### config.mk
export PLATFORM = sky130hd
export DESIGN_NAME = humidity_sensor_frame_decoder
export DESIGN_NICKNAME = d
export VERILOG_FILES = /design/src/hdl/hsfd_pkg.sv /design/src/hdl/humidity_sensor_frame_decoder.sv /design/src/hdl/hsfd_front.sv /design/src/hdl/hsfd_queue.sv /design/src/hdl/hsfd_scale.sv
export VERILOG_INCLUDE_DIRS = /design/src /design/src/hdl
export SDC_FILE = /design/constraint.sdc
export NUM_CORES = 1
export LEC_CHECK = 0
export ABC_AREA = 1
export ABC_CLOCK_PERIOD_IN_PS = 16200
export BUFFER_PORTS_ARGS = -buffer_cell sky130_fd_sc_hd__buf_2
export CORE_MARGIN = 1.5
export CORE_UTILIZATION = 60
export DETAILED_ROUTE_END_ITERATION = 6
export PLACE_DENSITY = 0.77
export SLEW_MARGIN = 25
export SYNTH_ARGS = -nofsm -noshare
export SYNTH_HDL_FRONTEND = slang
export SYNTH_SLANG_ARGS = --single-unit
export TNS_END_PERCENT = 1
### constraint.sdc
create_clock -name clk -period 16.2 [get_ports clk]
set_clock_uncertainty 0.1 [all_clocks]
set_input_delay 2.43 -clock clk [delete_from_list [all_inputs] [get_ports clk]]
set_output_delay 2.43 -clock clk [all_outputs]
set_load 0.01 [all_outputs]
### src/hdl/humidity_sensor_frame_decoder_defines.svh
// Assertion macros for the humidity sensor frame decoder.
// Needs a clock named clk and an active-low reset named rst_n in the including scope.
`ifndef HUMIDITY_SENSOR_FRAME_DECODER_DEFINES_SVH
`define HUMIDITY_SENSOR_FRAME_DECODER_DEFINES_SVH
`ifndef SYNTHESIS
`define HSFD_ASSERT_SAME(label, ante, cons) \
    label: assert property (@(posedge clk) disable iff (!rst_n) (ante) |-> (cons)) \
        else $error("assertion failed");
`define HSFD_ASSERT_NEXT(label, ante, cons) \
    label: assert property (@(posedge clk) disable iff (!rst_n) (ante) |=> (cons)) \
        else $error("assertion failed");
`else
`define HSFD_ASSERT_SAME(label, ante, cons)
`define HSFD_ASSERT_NEXT(label, ante, cons)
`endif
`endif

### src/hdl/hsfd_pkg.sv
// Shared types, constants and the CRC-8 step of the humidity sensor frame decoder.
// No dependencies.
`default_nettype none
package hsfd_pkg;

    localparam logic [7:0]  CRC_POLY          = 8'h31;
    localparam logic [7:0]  CRC_INIT          = 8'hFF;
    localparam logic [14:0] TEMP_SPAN_CENTI   = 15'd17500;
    localparam logic [15:0] TEMP_OFFSET_CENTI = 16'd4500;
    localparam logic [13:0] HUM_SPAN_CENTI    = 14'd10000;
    localparam int          QUEUE_DEPTH_DEF   = 2;

    localparam logic [1:0] STATUS_OK       = 2'd0;
    localparam logic [1:0] STATUS_TEMP_CRC = 2'd1;
    localparam logic [1:0] STATUS_HUM_CRC  = 2'd2;

    typedef struct packed {
        logic [15:0] raw_t;
        logic [15:0] raw_h;
        logic [1:0]  status;
    } job_t;

    typedef struct packed {
        logic full;
        logic empty;
    } q_flags_t;

    // One byte through the CRC-8, MSB first.
    function automatic logic [7:0] crc8_feed(input logic [7:0] crc, input logic [7:0] data);
        logic [7:0] c;
        c = crc ^ data;
        for (int i = 0; i < 8; i++)
        begin
            c = c[7] ? ((c << 1) ^ CRC_POLY) : (c << 1);
        end
        return c;
    endfunction

endpackage
`default_nettype wire

### src/hdl/humidity_sensor_frame_decoder.sv
// Top level of the humidity sensor frame decoder: byte tracker, job queue, scaling pipeline.
// Uses hsfd_pkg, hsfd_front, hsfd_queue, hsfd_scale and the assertion macro header.
//
//  channel   ports                                        transfer
//  bytes     rx_byte, frame_start, push / full            push && !full
//  results   temperature_centi, humidity_centi, status,   pop && !empty
//            empty / pop
//
// One byte is taken every cycle while the job queue has room; the sixth byte of a
// frame enters the queue and its result is formed by the multiply stage, then
// the divide-and-offset stage into the result register.
// Reset clears the frame position, CRC and the queue; no result is waiting after reset.
// A stalled result holds the pipeline; full rises once the queue fills behind it.
`default_nettype none
`include "humidity_sensor_frame_decoder_defines.svh"
module humidity_sensor_frame_decoder #(
    parameter int QUEUE_DEPTH = hsfd_pkg::QUEUE_DEPTH_DEF
) (
    input  wire logic              clk,
    input  wire logic              rst_n,
    input  wire logic              push,
    output logic                   full,
    input  wire logic [7:0]        rx_byte,
    input  wire logic              frame_start,
    output logic                   empty,
    input  wire logic              pop,
    output logic signed [14:0]     temperature_centi,
    output logic        [13:0]     humidity_centi,
    output logic        [1:0]      status
);
    import hsfd_pkg::*;

    logic     take;
    logic     job_push;
    job_t     job;
    job_t     head;
    q_flags_t q_flags;
    logic     q_pop;

    assign full = q_flags.full;
    assign take = push && !q_flags.full;

    hsfd_front u_front (
        .clk         (clk),
        .rst_n       (rst_n),
        .take        (take),
        .rx_byte     (rx_byte),
        .frame_start (frame_start),
        .job_push    (job_push),
        .job         (job)
    );

    hsfd_queue #(
        .DEPTH (QUEUE_DEPTH)
    ) u_queue (
        .clk      (clk),
        .rst_n    (rst_n),
        .push     (job_push),
        .push_job (job),
        .pop      (q_pop),
        .head     (head),
        .flags    (q_flags)
    );

    hsfd_scale u_scale (
        .clk               (clk),
        .rst_n             (rst_n),
        .head              (head),
        .q_flags           (q_flags),
        .q_pop             (q_pop),
        .pop               (pop),
        .empty             (empty),
        .temperature_centi (temperature_centi),
        .humidity_centi    (humidity_centi),
        .status            (status)
    );

    `HSFD_ASSERT_SAME(a_status_code, !empty, (status == STATUS_OK || status == STATUS_TEMP_CRC || status == STATUS_HUM_CRC))
    `HSFD_ASSERT_SAME(a_error_zeroes, !empty && status != STATUS_OK, temperature_centi == 15'sd0 && humidity_centi == 14'd0)
    `HSFD_ASSERT_SAME(a_hum_range, !empty && status == STATUS_OK, humidity_centi <= HUM_SPAN_CENTI)
    `HSFD_ASSERT_NEXT(a_queue_drains, q_flags.full && q_pop && !job_push, !q_flags.full)

endmodule
`default_nettype wire

### src/hdl/hsfd_front.sv
// Byte tracker: frame position, CRC check and raw value assembly.
// Uses hsfd_pkg; emits one job per complete frame.
`default_nettype none
module hsfd_front (
    input  wire logic          clk,
    input  wire logic          rst_n,
    input  wire logic          take,
    input  wire logic [7:0]    rx_byte,
    input  wire logic          frame_start,
    output logic               job_push,
    output hsfd_pkg::job_t     job
);
    import hsfd_pkg::*;

    localparam logic [2:0] POS_T_HI  = 3'd0;
    localparam logic [2:0] POS_T_LO  = 3'd1;
    localparam logic [2:0] POS_T_CRC = 3'd2;
    localparam logic [2:0] POS_H_HI  = 3'd3;
    localparam logic [2:0] POS_H_LO  = 3'd4;
    localparam logic [2:0] POS_H_CRC = 3'd5;

    logic [2:0]  pos_reg, pos_next, pos_eff;
    logic [7:0]  crc_reg, crc_next;
    logic [15:0] raw_t_reg, raw_t_next;
    logic [15:0] raw_h_reg, raw_h_next;
    logic        tbad_reg, tbad_next;
    logic        last_byte;

    assign pos_eff   = (frame_start || pos_reg > POS_H_CRC) ? POS_T_HI : pos_reg;
    assign last_byte = (pos_eff == POS_H_CRC);

    always_comb
    begin
        crc_next   = crc_reg;
        raw_t_next = raw_t_reg;
        raw_h_next = raw_h_reg;
        tbad_next  = tbad_reg;
        unique case (pos_eff)
            POS_T_HI:
            begin
                raw_t_next = {rx_byte, 8'h00};
                crc_next   = crc8_feed(CRC_INIT, rx_byte);
            end
            POS_T_LO:
            begin
                raw_t_next = {raw_t_reg[15:8], rx_byte};
                crc_next   = crc8_feed(crc_reg, rx_byte);
            end
            POS_T_CRC:
            begin
                tbad_next = (rx_byte != crc_reg);
                crc_next  = CRC_INIT;
            end
            POS_H_HI:
            begin
                raw_h_next = {rx_byte, 8'h00};
                crc_next   = crc8_feed(CRC_INIT, rx_byte);
            end
            POS_H_LO:
            begin
                raw_h_next = {raw_h_reg[15:8], rx_byte};
                crc_next   = crc8_feed(crc_reg, rx_byte);
            end
            POS_H_CRC:
            begin
                crc_next = CRC_INIT;
            end
            default:
            begin
                crc_next = crc_reg;
            end
        endcase
        pos_next = last_byte ? POS_T_HI : pos_eff + 3'd1;
    end

    always_comb
    begin
        job.raw_t = raw_t_reg;
        job.raw_h = raw_h_reg;
        // temperature error wins over humidity error
        if (tbad_reg)
            job.status = STATUS_TEMP_CRC;
        else if (rx_byte != crc_reg)
            job.status = STATUS_HUM_CRC;
        else
            job.status = STATUS_OK;
    end

    assign job_push = take && last_byte;

    always_ff @(posedge clk or negedge rst_n)
    begin
        if (!rst_n)
        begin
            pos_reg   <= POS_T_HI;
            crc_reg   <= CRC_INIT;
            raw_t_reg <= '0;
            raw_h_reg <= '0;
            tbad_reg  <= 1'b0;
        end
        else if (take)
        begin
            pos_reg   <= pos_next;
            crc_reg   <= crc_next;
            raw_t_reg <= raw_t_next;
            raw_h_reg <= raw_h_next;
            tbad_reg  <= tbad_next;
        end
    end

endmodule
`default_nettype wire

### src/hdl/hsfd_queue.sv
// Short job queue between the byte tracker and the scaling pipeline.
// Uses hsfd_pkg for the job and flag types.
`default_nettype none
module hsfd_queue #(
    parameter int DEPTH = hsfd_pkg::QUEUE_DEPTH_DEF
) (
    input  wire logic          clk,
    input  wire logic          rst_n,
    input  wire logic          push,
    input  wire hsfd_pkg::job_t push_job,
    input  wire logic          pop,
    output hsfd_pkg::job_t     head,
    output hsfd_pkg::q_flags_t flags
);
    import hsfd_pkg::*;

    localparam int PTR_W = (DEPTH > 1) ? $clog2(DEPTH) : 1;
    localparam int CNT_W = $clog2(DEPTH + 1);

    job_t             entry_reg [DEPTH];
    logic [PTR_W-1:0] wr_ptr_reg, rd_ptr_reg;
    logic [CNT_W-1:0] count_reg, count_next;
    logic             do_push, do_pop;

    assign flags.full  = (count_reg == CNT_W'(DEPTH));
    assign flags.empty = (count_reg == '0);
    assign do_push     = push && !flags.full;
    assign do_pop      = pop && !flags.empty;
    assign head        = entry_reg[rd_ptr_reg];

    function automatic logic [PTR_W-1:0] ptr_inc(input logic [PTR_W-1:0] p);
        return (p == PTR_W'(DEPTH - 1)) ? '0 : p + PTR_W'(1);
    endfunction

    always_comb
    begin
        count_next = count_reg;
        if (do_push && !do_pop)
            count_next = count_reg + CNT_W'(1);
        else if (do_pop && !do_push)
            count_next = count_reg - CNT_W'(1);
    end

    always_ff @(posedge clk)
    begin
        if (do_push)
            entry_reg[wr_ptr_reg] <= push_job;
    end

    always_ff @(posedge clk or negedge rst_n)
    begin
        if (!rst_n)
        begin
            wr_ptr_reg <= '0;
            rd_ptr_reg <= '0;
            count_reg  <= '0;
        end
        else
        begin
            if (do_push)
                wr_ptr_reg <= ptr_inc(wr_ptr_reg);
            if (do_pop)
                rd_ptr_reg <= ptr_inc(rd_ptr_reg);
            count_reg <= count_next;
        end
    end

endmodule
`default_nettype wire

### src/hdl/hsfd_scale.sv
// Scaling pipeline: multiply, divide by full scale, offset, and the result register.
// Uses hsfd_pkg; pulls jobs from hsfd_queue.
`default_nettype none
module hsfd_scale (
    input  wire logic              clk,
    input  wire logic              rst_n,
    input  wire hsfd_pkg::job_t     head,
    input  wire hsfd_pkg::q_flags_t q_flags,
    output logic                   q_pop,
    input  wire logic              pop,
    output logic                   empty,
    output logic signed [14:0]     temperature_centi,
    output logic        [13:0]     humidity_centi,
    output logic        [1:0]      status
);
    import hsfd_pkg::*;

    logic        s1_valid_reg;
    logic [30:0] s1_t_prod_reg;
    logic [29:0] s1_h_prod_reg;
    logic [1:0]  s1_status_reg;

    logic               out_valid_reg;
    logic signed [14:0] out_t_reg;
    logic [13:0]        out_h_reg;
    logic [1:0]         out_status_reg;

    logic        advance;
    logic [15:0] t_quot, h_quot;
    logic [15:0] t_shifted;

    // floor(x / 65535) for x below 2^31: add the high half and one, keep bits 31:16
    function automatic logic [15:0] div_full_scale(input logic [31:0] x);
        logic [31:0] s;
        s = x + {16'h0000, x[31:16]} + 32'd1;
        return s[31:16];
    endfunction

    assign advance = !out_valid_reg || pop;
    assign q_pop   = advance && !q_flags.empty;

    assign t_quot    = div_full_scale({1'b0, s1_t_prod_reg});
    assign h_quot    = div_full_scale({2'b00, s1_h_prod_reg});
    assign t_shifted = t_quot - TEMP_OFFSET_CENTI;

    always_ff @(posedge clk)
    begin
        if (advance)
        begin
            s1_t_prod_reg  <= 31'(head.raw_t) * 31'(TEMP_SPAN_CENTI);
            s1_h_prod_reg  <= 30'(head.raw_h) * 30'(HUM_SPAN_CENTI);
            s1_status_reg  <= head.status;
            out_status_reg <= s1_status_reg;
            // drop the measurement on any CRC error
            if (s1_status_reg == STATUS_OK)
            begin
                out_t_reg <= signed'(t_shifted[14:0]);
                out_h_reg <= h_quot[13:0];
            end
            else
            begin
                out_t_reg <= '0;
                out_h_reg <= '0;
            end
        end
    end

    always_ff @(posedge clk or negedge rst_n)
    begin
        if (!rst_n)
        begin
            s1_valid_reg  <= 1'b0;
            out_valid_reg <= 1'b0;
        end
        else if (advance)
        begin
            s1_valid_reg  <= !q_flags.empty;
            out_valid_reg <= s1_valid_reg;
        end
    end

    assign empty             = !out_valid_reg;
    assign temperature_centi = out_t_reg;
    assign humidity_centi    = out_h_reg;
    assign status            = out_status_reg;

endmodule
`default_nettype wire

==> results of run 1 <==
==> synth_stat cells (all sizes together) (2+ instances only) <==
cell type / n / area share (%)
inv: 373 / 8.7
nand2: 373 / 9.2
ha: 194 / 15
edfxtp: 156 / 29
nor2: 111 / 2.8
o21ai: 95 / 3.0
a21oi: 92 / 2.9
fa: 80 / 9.9
nand3: 64 / 2.1
xor2: 47 / 2.6
dfrtp: 42 / 6.5
xnor2: 33 / 1.8
or2: 26 / 1.0
nor3: 17 / 0.60
clkbuf: 14 / 0.35
nand4: 12 / 0.47
a21o: 9 / 0.42
dfstp: 8 / 1.3
o22ai: 8 / 0.31
a31oi: 5 / 0.19
a21boi: 4 / 0.19
nor4: 4 / 0.16
o211ai: 4 / 0.19
o31ai: 4 / 0.19
nand3b: 3 / 0.16
a31o: 2 / 0.11
nand2b: 2 / 0.078
o2111ai: 2 / 0.11
o21a: 2 / 0.093
o221ai: 2 / 0.11
==> worst max-delay path by stage <==
stage	slack (ns)	startpoint	endpoint
6_report	10.33	u_queue.rd_ptr_reg$_DFFE_PN0P_	u_scale.s1_h_prod_reg[27]$_DFFE_PN_
4_1_cts	10.29	u_queue.rd_ptr_reg$_DFFE_PN0P_	u_scale.s1_h_prod_reg[27]$_DFFE_PN_
2_1_floorplan	10.88	u_queue.rd_ptr_reg$_DFFE_PN0P_	u_scale.s1_t_prod_reg[26]$_DFFE_PN_
3_5_place_dp	10.30	u_queue.rd_ptr_reg$_DFFE_PN0P_	u_scale.s1_h_prod_reg[27]$_DFFE_PN_
3_3_place_gp	10.46	u_queue.rd_ptr_reg$_DFFE_PN0P_	u_scale.s1_h_prod_reg[28]$_DFFE_PN_
5_1_grt	9.85	u_queue.rd_ptr_reg$_DFFE_PN0P_	u_scale.s1_h_prod_reg[28]$_DFFE_PN_
==> through the flow <==
| stage | hold WS, ns | utilization [%] | instances | area [um^2] |
|---|---|---|---|---|
| after global routing | 0.363 | 66.9 | 2206 | 17500 |
| after global placement | 0.334 | 63.9 | 2166 | 16700 |
| after CTS | 0.360 | 66.9 | 2206 | 17500 |
| after detailed placement | 0.345 | 63.9 | 2166 | 16700 |
| final | 0.356 | 66.9 | 2206 | 17500 |
| after floorplan | 0.320 | - | 1794 | 16100 |
==> layout make-up <==
| cell class | count | area [um^2] | share of cell area, % |
|---|---|---|---|
| clock buffers | 27 | 601 | 3.43 |
| clock inverters | 13 | 178 | 1.01 |
| multi-input cells | 1200 | 8700 | 49.6 |
| well taps | 335 | 419 | 2.39 |
| flip-flops and latches | 206 | 5950 | 33.9 |
| inverters | 374 | 1410 | 8.04 |
| repair buffers | 51 | 274 | 1.56 |
==> cells by family (layout without fill, tap and decap cells) <==
kind of cell / count (synthesis) / count (layout) / share of synthesized area (%)
and+or+nand+nor: 614 / 614 / 16.6
buffers and inverters: 388 / 465 / 9.10
xor gates and xnor gates: 80 / 80 / 4.35
AOI/OAI and AO/OA: 232 / 232 / 7.97
adders and majority gates: 274 / 274 / 25.0
DFF: 206 / 206 / 36.9
==> worst max-delay path: cells and delay by family (launching register included) <==
kind | cells | cell delay [ns]
AO/OA/AOI/OAI | 4 | 0.94
XOR/XNOR | 1 | 0.15
adder cells (fa/ha/maj) | 6 | 2.51
buffers and inverters | 6 | 0.86
flip-flops | 1 | 0.37
AND/OR/NAND/NOR | 6 | 0.68
==> layer usage <==
layer	routed length (um)	vias up	GRT usage, %
met5	0	-	0
met4	1190	0	9.17
met3	1150	83	3.16
met2	16100	273	43.4
met1	14300	5456	29.4
li1	-	5928	-
==> out/results.txt, run 1 <==
Hold_sp = u_scale.s1_status_reg[0]$_DFFE_PN_
Clk Tree Root Cell = clkbuf_16
Clock transition at path regs = 0.06 ns
Post-route DRC = 10
Drt wl/cell = 14.8 um
Port Buffers = 45
Mapped Avg Cell Area = 8.98 um^2
Max Cap Viol = 0
Mapped cell area = 0.0161 mm^2
Sequential element share of the synthesized area = 36.9%
Post-route ant nets = 0
Unrepaired setup endpoints after global routing = false
Reg2reg setup slack = 10.33 ns
Dominant register cell in the synthesized netlist = edfxtp_1
Area growth from synthesis to layout = 8.84%
Place WS = 10.30 ns
Crit path cell chain = inv_1 > or2_2 > o21ai_0 > fa_1 > inv_1 > ha_1 > inv_1 > fa_1 > inv_1 > ha_1 > inv_1 > fa_1 > inv_1 > ha_1 > a21oi_1 > nand2_1 > a21oi_1 > o21ai_0 > nand3_1 > nand2_1 > nand3_1 > nand2_1 > xor2_1
Initial antenna violation count = 0
FF-to-FF End = u_scale.s1_h_prod_reg[27]$_DFFE_PN_
Pin count of the biggest net entering global routing = 92
Status = finished with violations
Yosys reg bits = 206
Failing checks = design-rule violations
Post_cts resized = 0
H-tree levels = 1
Clk_lat worst skew = 0.51 ns
Global-route wire length before repair = 54,800 um
Min-Delay Path Depth = 0
Crit. End Element = flip-flop
Worst-margin pin slew = 0.871 ns
Max incr delay on CP = 0.64 ns
Async set-or-reset flop fraction in the synthesized netlist = 24.3%
Cell row count = 59
DR vias = 11,700
Post-CTS Setup Bufs = 0
Minimum clock period after layout = 5.87 ns
CP required = 16.35 ns
# hold bufs at CTS = 0
Vias in the first global route = 11,900
Max Clk Rate = 170 MHz
Share of layout cells above drive strength 1 = 8.77%
Tcrit/Tclk final = 36.3%
Syn nets = 2,081
Die height = 167 um
Slowest stage cell, crit path = inv_1
Total global-route track usage = 24.1%
Detail Placement HPWL = 26,100 um
Synth warnings = 0
CP Class = reg2reg
Final hold vios = 0
Worst setup margin = 10.33 ns
Reg2Reg Depth = 23
Most common cell after layout, fill and taps aside = inv_1
GRT overflow = 0
CTS tree = built
Number of clock buffers inserted by TritonCTS = 22
WL final = 32,700 um
Post-route setup TNS = 0 ns
Final setup vio count = 0
Yosys cell types = 48
Core area = 0.0262 mm^2
Type of origin of the critical path = flip-flop
Clock Tree Buf Depth = 3
Syn Inst Count = 1,794
Fillers = 2,061
1st-pass router iterations = 7
Min-Delay Endpoint = u_scale.status[0]$_DFFE_PN_
Vias per cell = 5.32
Die area = 0.0278 mm^2
I/O pins = 46
Initial Utilization = 61.4%
Max reg flops = 68
Most used cell, CP = inv_1
DR iter-0 viols = 642
CP arrival = 6.03 ns
EDFF count, synth = 156
CP max FO = 35
Final nets = 2,142
Diodes inserted = 0
Max-slew violations = 0
Die width = 167 um
Min-Delay Path Class = reg2reg
RR Startpoint = u_queue.rd_ptr_reg$_DFFE_PN0P_
Most frequent cells in the layout = inv_1 (371), nand2_1 (351), ha_1 (194)
Slew headroom = 41.9%
GPL Wtd Cong = 0.956
CTS sink cnt = 206
Power of run 1 is left out: the tool's default activity adds up to more than one toggle a clock period on the data nets, which glitch-free logic cannot reach.
==> inputs of run 2 (changes only) <==
--- a/config.mk
+++ b/config.mk
@@ -7,7 +7,7 @@
 export NUM_CORES = 1
 export LEC_CHECK = 0
 export ABC_AREA = 1
-export ABC_CLOCK_PERIOD_IN_PS = 16200
+export ABC_CLOCK_PERIOD_IN_PS = 5600
 export BUFFER_PORTS_ARGS = -buffer_cell sky130_fd_sc_hd__buf_2
 export CORE_MARGIN = 1.5
 export CORE_UTILIZATION = 60
==> constraint.sdc (replaced) <==
create_clock -name clk -period 5.6 [get_ports clk]
set_clock_uncertainty 0.1 [all_clocks]
set_input_delay 0.84 -clock clk [delete_from_list [all_inputs] [get_ports clk]]
set_output_delay 0.84 -clock clk [all_outputs]
set_load 0.01 [all_outputs]
==> run 2 against run 1 <==
  * The run still ends with design-rule violations left
  * Final area is essentially flat
  * Utilization fell by 0.057 points
  * Critical path depth grew 2
  * Count of clock-buffer cells in the layout up 2
  * Critical path type unchanged
  * Routed wire length fell by 0.95%
  * Die area did not move
  * Worst setup slack got worse by 10 ns
  * Global-route usage shrank 0.25 points
  * Sequential cell count unchanged
  * Non-clock buffer count grew 6
==> out/results.txt, run 2 (synthesis gave the netlist of run 1 again) <==
Status = finished with violations
Failing checks = design-rule violations
CTS tree = built
Final hold vios = 0 (unchanged)
Core area = 0.0262 mm^2 (unchanged)
Area growth from synthesis to layout = 8.74% (about the same)
Most frequent cells in the layout = inv_1 (365), nand2_1 (351), ha_1 (194)
Final setup vio count = 0 (unchanged)
Fillers = 2,053 (-0.39%)
CP arrival = 5.46 ns (-0.57 ns)
Worst setup margin = 0.316 ns (-10.01 ns)
Cell row count = 59 (unchanged)
DR iter-0 viols = 579 (-9.8%)
Met3 wire length = 1010 um (-12%)
Slowest stage cell, crit path = fa_1
DR vias = 11,500 (-1.7%)
Met1 WL = 14,500 um (+1.9%)
Total global-route track usage = 23.8% (-0.25 points)
Port Buffers = 45 (unchanged)
Vias in the first global route = 11,400 (-3.8%)
Max reg flops = 68 (unchanged)
CTS sink cnt = 206 (unchanged)
GRT overflow = 0 (unchanged)
Max-slew violations = 0 (unchanged)
Tcrit/Tclk final = 94.4% (+58 points)
Die area = 0.0278 mm^2 (unchanged)
# hold bufs at CTS = 0 (unchanged)
Min-Delay Path Class = in2async
Placed cells = 2,171 (+0.23%)
Detail Placement HPWL = 26,200 um (+0.44%)
Die height = 167 um (unchanged)
CP max FO = 8 (-77%)
Post-route ant nets = 0 (unchanged)
Clk_lat worst skew = 0.51 ns (about the same)
Max Cap Viol = 0 (unchanged)
H-tree levels = 1 (unchanged)
Post-route DRC = 20 (+10)
Vias per cell = 5.21 (-2.1%)
Area of the multi-input gates = 0.00870 mm^2 (about the same)
Wire length on met2 = 16,100 um (+0.21%)
1st-pass router iterations = 7 (unchanged)
Place WS = 0.106 ns (-10.20 ns)
Global-route wire length before repair = 53,800 um (-1.9%)
Max Clk Rate = 189 MHz (+11%)
Worst-margin pin slew = 0.783 ns (-0.0876 ns)
Die width = 167 um (unchanged)
Most common cell after layout, fill and taps aside = inv_1
Clock Tree Buf Depth = 3 (unchanged)
Slew headroom = 47.8% (+5.9 points)
GPL Wtd Cong = 0.920 (-3.8%)
Sequential cell area = 0.00595 mm^2 (unchanged)
Minimum hold slack = 0.331 ns (-0.0248 ns)
Crit. End Element = flip-flop
Drt wl/cell = 14.6 um (-1.3%)
Layout Cells excl Fill = 2,214 (+0.36%)
Minimum clock period after layout = 5.28 ns (-0.590 ns)
Pin count of the biggest net entering global routing = 64 (-30%)
Max incr delay on CP = 0.52 ns (-0.12 ns)
Final nets = 2,149 (+0.33%)
I/O pins = 46 (unchanged)
WL final = 32,400 um (-0.95%)
Initial Utilization = 61.4% (unchanged)
Share of layout cells above drive strength 1 = 9.53% (+0.77 points)
Top Metal Used = met4
Unrepaired setup endpoints after global routing = true
Type of origin of the critical path = flip-flop
Clock transition at path regs = 0.06 ns (about the same)
CP required = 5.77 ns (-10.58 ns)
Clk Tree Root Cell = clkbuf_16
Initial antenna violation count = 0 (unchanged)
CP Class = reg2reg
Post-route setup TNS = 0 ns (unchanged)
Number of clock buffers inserted by TritonCTS = 23 (+4.5%)
run 2: timing repair:
| action | in CTS | in global routing |
|---|---|---|
| setup buffers | 0 | 1 |
| endpoints found under the setup margin | 0 | 17 |
| hold endpoints to repair | 0 | 0 |
| resized for setup | 0 | 22 |
run 2: area by class of cell:
type / instances / area share (%)
antenna: 1 / 0.0143
clock buffer: 29 / 3.53
clock inverter: 12 / 0.522
inverter: 374 / 8.05
multi-input combinational: 1200 / 49.7
sequential: 206 / 34.0
tap: 335 / 2.39
timing repair buffer: 57 / 1.82
run 2: final timing paths:
check | depth (start not counted) | slack (ns) | startpoint | endpoint
min in group clk | 0 | 0.35 | u_scale.s1_status_reg[0]$_DFFE_PN_ | u_scale.status[0]$_DFFE_PN_
hold reg to reg | 0 | 0.35 | u_scale.s1_status_reg[0]$_DFFE_PN_ | u_scale.status[0]$_DFFE_PN_
hold / removal | 2 | 0.33 | rst_n | u_front.pos_reg[2]$_DFFE_PN0P_
setup / recovery | 25 | 0.32 | u_queue.rd_ptr_reg$_DFFE_PN0P_ | u_scale.s1_t_prod_reg[26]$_DFFE_PN_
setup reg to reg | 25 | 0.32 | u_queue.rd_ptr_reg$_DFFE_PN0P_ | u_scale.s1_t_prod_reg[26]$_DFFE_PN_
max in group asynchronous | 2 | 4.66 | rst_n | u_front.raw_t_reg[9]$_DFFE_PN0P_
run 2: stage by stage:
| step | util (%) | cell area, um^2 |
|---|---|---|
| floorplan | - | 16100 |
| global placement | 64.0 | 16800 |
| detailed placement | 64.0 | 16800 |
| CTS | 66.7 | 17500 |
| global route | 66.8 | 17500 |
| finish | 66.8 | 17500 |
run 2: worst max-delay path, delay by kind of cell, from the launching register on:
kind / cells / cell delay, ns
adders and majority gates: 6 / 2.46
DFF: 1 / 0.37
xor gates and xnor gates: 1 / 0.14
buffers and inverters: 7 / 0.51
AOI/OAI and AO/OA: 4 / 0.75
and+or+nand+nor: 7 / 0.72
run 2: layer usage:
metal / vias to the layer above / GRT usage [%]
li1: 5931 / -
met1: 5331 / 30.1
met2: 222 / 44.0
met3: 53 / 2.23
met4: 0 / 5.89
met5: - / 0
Power of run 2 is left out for the same reason.
